[src/rtl/spcrc_pkg.sv]
// ----------------------------------------------------------------------------
// Scratchpad CRC checker package
// Field widths, command, status and phase codes, and the CRC polynomial.
// ----------------------------------------------------------------------------
package spcrc_pkg;

    // Payload field widths
    localparam int CMD_W    = 2;
    localparam int BYTE_W   = 8;
    localparam int STATUS_W = 2;
    localparam int TEMP_W   = 16;

    // Default frame length: eight data bytes and one check byte
    localparam int FRAME_BYTES_DEF = 9;

    // Reflected CRC-8, shifted out LSB first
    localparam logic [BYTE_W-1:0] CRC_POLY = 8'h8c;

    // Input commands
    localparam logic [CMD_W-1:0] CMD_START    = 2'd0;
    localparam logic [CMD_W-1:0] CMD_PRESENCE = 2'd1;
    localparam logic [CMD_W-1:0] CMD_BYTE     = 2'd2;
    localparam logic [CMD_W-1:0] CMD_UNUSED   = 2'd3;

    // Result status codes
    localparam logic [STATUS_W-1:0] ST_RETRY = 2'd0;
    localparam logic [STATUS_W-1:0] ST_OK    = 2'd1;
    localparam logic [STATUS_W-1:0] ST_FAIL  = 2'd2;

    // Phase codes
    localparam logic [1:0] PH_IDLE = 2'd0;
    localparam logic [1:0] PH_WAIT = 2'd1;
    localparam logic [1:0] PH_RECV = 2'd2;

endpackage

[src/rtl/spcrc_crc8.sv]
// ----------------------------------------------------------------------------
// Scratchpad CRC-8 byte update
// One byte through the reflected CRC-8, eight bit steps unrolled.
// ----------------------------------------------------------------------------
module spcrc_crc8 (
    input  logic [spcrc_pkg::BYTE_W-1:0] i_crc,
    input  logic [spcrc_pkg::BYTE_W-1:0] i_byte,
    output logic [spcrc_pkg::BYTE_W-1:0] o_crc
);

    // Shift one data bit at a time, LSB first
    always_comb begin
        logic [spcrc_pkg::BYTE_W-1:0] crc;
        logic [spcrc_pkg::BYTE_W-1:0] b;
        logic                         fb;
        crc = i_crc;
        b   = i_byte;
        for (int k = 0; k < spcrc_pkg::BYTE_W; k++) begin
            fb  = crc[0] ^ b[0];
            crc = crc >> 1;
            b   = b >> 1;
            if (fb) begin
                crc = crc ^ spcrc_pkg::CRC_POLY;
            end
        end
        o_crc = crc;
    end

endmodule

[config.mk]
export PLATFORM = sky130hd
export DESIGN_NAME = spcrc_crc8
export DESIGN_NICKNAME = d
export VERILOG_FILES = /design/src/rtl/spcrc_pkg.sv /design/src/rtl/spcrc_crc8.sv
export SDC_FILE = /design/constraint.sdc
export NUM_CORES = 1
export LEC_CHECK = 0
export ABC_CLOCK_PERIOD_IN_PS = 2600
export BUFFER_PORTS_ARGS = -buffer_cell sky130_fd_sc_hd__buf_2
export CORE_AREA = 10 10 47 49
export DETAILED_ROUTE_END_ITERATION = 7
export DIE_AREA = 0 0 57 59
export GPL_TIMING_DRIVEN = 0
export PLACE_DENSITY_LB_ADDON = 0.05
export SETUP_SLACK_MARGIN = 0.02
export SYNTH_ARGS = -nofsm -noshare
export SYNTH_HDL_FRONTEND = slang
export SYNTH_SLANG_ARGS = --single-unit
[constraint.sdc]
create_clock -name vclk -period 2.6
set_input_delay 0.52 -clock vclk [all_inputs]
set_output_delay 0.52 -clock vclk [all_outputs]
set_load 0.05 [all_outputs]
==> results.cfg <==
[sta]
hold_viol = 0
max_freq_ghz = 0.4326
whs_ps = 1548
fin_crit_ps = 2311
slew_violations = 0
finalCritPeriodShare_pct = 88.90
layout_setup_ws_ps = 288.5
maxSlewHeadroom_pct = 80.54
finalSetupTns_ps = 0
rsz0062_at_grt = false
setup_viol = 0
worst_pin_slew_ps = 289.9

[clock_tree]
post_cts_buffers = 0
holdBufCountCts = 0
cts.repair.resized = 0

[die]
initial_core_util_pct = 16.96
top_level_ports = 24
num_rows = 14
die_area_sq_um = 3363
die_h_microns = 59
core_region_area_sq_um = 1401
die_x_microns = 57

[routing]
wl_microns = 675
ant_nets = 0
route.vias.total = 226
viasPerCell = 3.645
drtIter0Drc = 0
drc = 0
first_pass_iters = 1
wl_per_cell_microns = 10.89

[final_layout]
multiInputGateArea_sq_um = 237.7
fin_cells = 62
design.seq.count = 0
area_growth_pct = 58.95
fillCellCount = 173
layout-drive-gt1-share_pct = 60.87
final_core_util_pct = 26.96
nets = 64
clkbuf_count = 0
diodes = 0
final_cell_area_sq_um = 377.9
seqCellArea_sq_um = 0

[synthesis]
syn_nets = 38
muxShareOfSynthArea_pct = 0
synth-xor-area-share_pct = 100.0
ys_seq_area_share_pct = 0
syn-cell-area_sq_um = 237.7
synth_warnings = 0
synth_compound_area_share_pct = 0
synthSimpleGateAreaFrac_pct = 0
synth_top_family_by_area = XOR/XNOR gates
syn_inst = 22
synth_area_per_cell_sq_um = 10.81
synthAdderAreaFrac_pct = 0
yosys.cell_types.count = 4

[min_path]
hold_class = in2out
holdPathStages = 4
hold_end = o_crc[0]
min_from = i_crc[4]

[placed_design]
pre_cts_ws_ps = 279.3
placed_cells_incl_taps = 62
numPortBuffers = 24
placement.cell_area_sq_um = 377.9
gp_congestion = 0.7025

[critical_path]
path_max_fanout = 3
max_stage_delay_ps = 510
critPathTopFamily = XOR/XNOR gates
endpoint_kind = primary output
worst_setup_path_start_kind = primary input
crit_buf_inv = 2
cp_data_arrival_time_ps = 1790
critical_path_class = in2out
slowest_stage = xnor3_2
cp.required_ps = 2080
crit_top_cell = buf_2
crit_chain = buf_2 -> xnor2_2 -> xnor3_2 -> xnor2_1 -> buf_2

[run]
cap_violations = 0

[grt]
grt_pass1_wl_mm = 1.110
grt_antenna_before_repair = 0
grt_pass1_vias = 277
grt-ovfl-total = 0
grt_max_degree = 4
grtUsageTotal_pct = 3.765

[power]
leakage_nw = 0.1891
ir_worst_vdd_mv = 0.3075
power_mw = 0.3349
p_per_area_nw_per_um2 = 886.3

[run_status]
status = completed
-- routing by layer --
metal,GRT usage (%),wire length (microns)
met1,3.933,289
met2,7.442,305
met3,1.288,81
met4,0,0
met5,0,0
-- Yosys cell counts --
master   instances  area [sq um]
xnor3_2          2         47.55
xnor2_2          2         32.53
xnor2_1         13         113.9
xor2_1           5         43.79
-- placed cells by master, fill, tap and decap left out --
master	count
xnor3_2	2
buf_2	24
xnor2_1	13
xnor2_2	2
xor2_1	5
-- worst max-delay path by stage --
stage / from / to / slack, ps / depth (start not counted)
after global placement: i_byte[4] / o_crc[7] / 280 / 5
after floorplan: i_byte[4] / o_crc[2] / 20 / 3
final: i_byte[4] / o_crc[2] / 290 / 5
after detailed placement: i_byte[4] / o_crc[3] / 280 / 5
after CTS: i_byte[4] / o_crc[3] / 270 / 5
after global routing: i_byte[4] / o_crc[2] / 190 / 5
-- report_power, final --
part / switching [mW] / total, mW / internal, mW
clock network: 0 / 0 / 0
logic: 0.238 / 0.335 / 0.0972
registers: 0 / 0 / 0
-- cells by family after synthesis --
family,Yosys count
xor+xnor,22
-- final cells by class --
type,instances,share of cell area [%]
multi-input cells,22,62.91
repair buffers,24,31.79
well taps,16,5.298
Power figures use the tool's default switching activity.
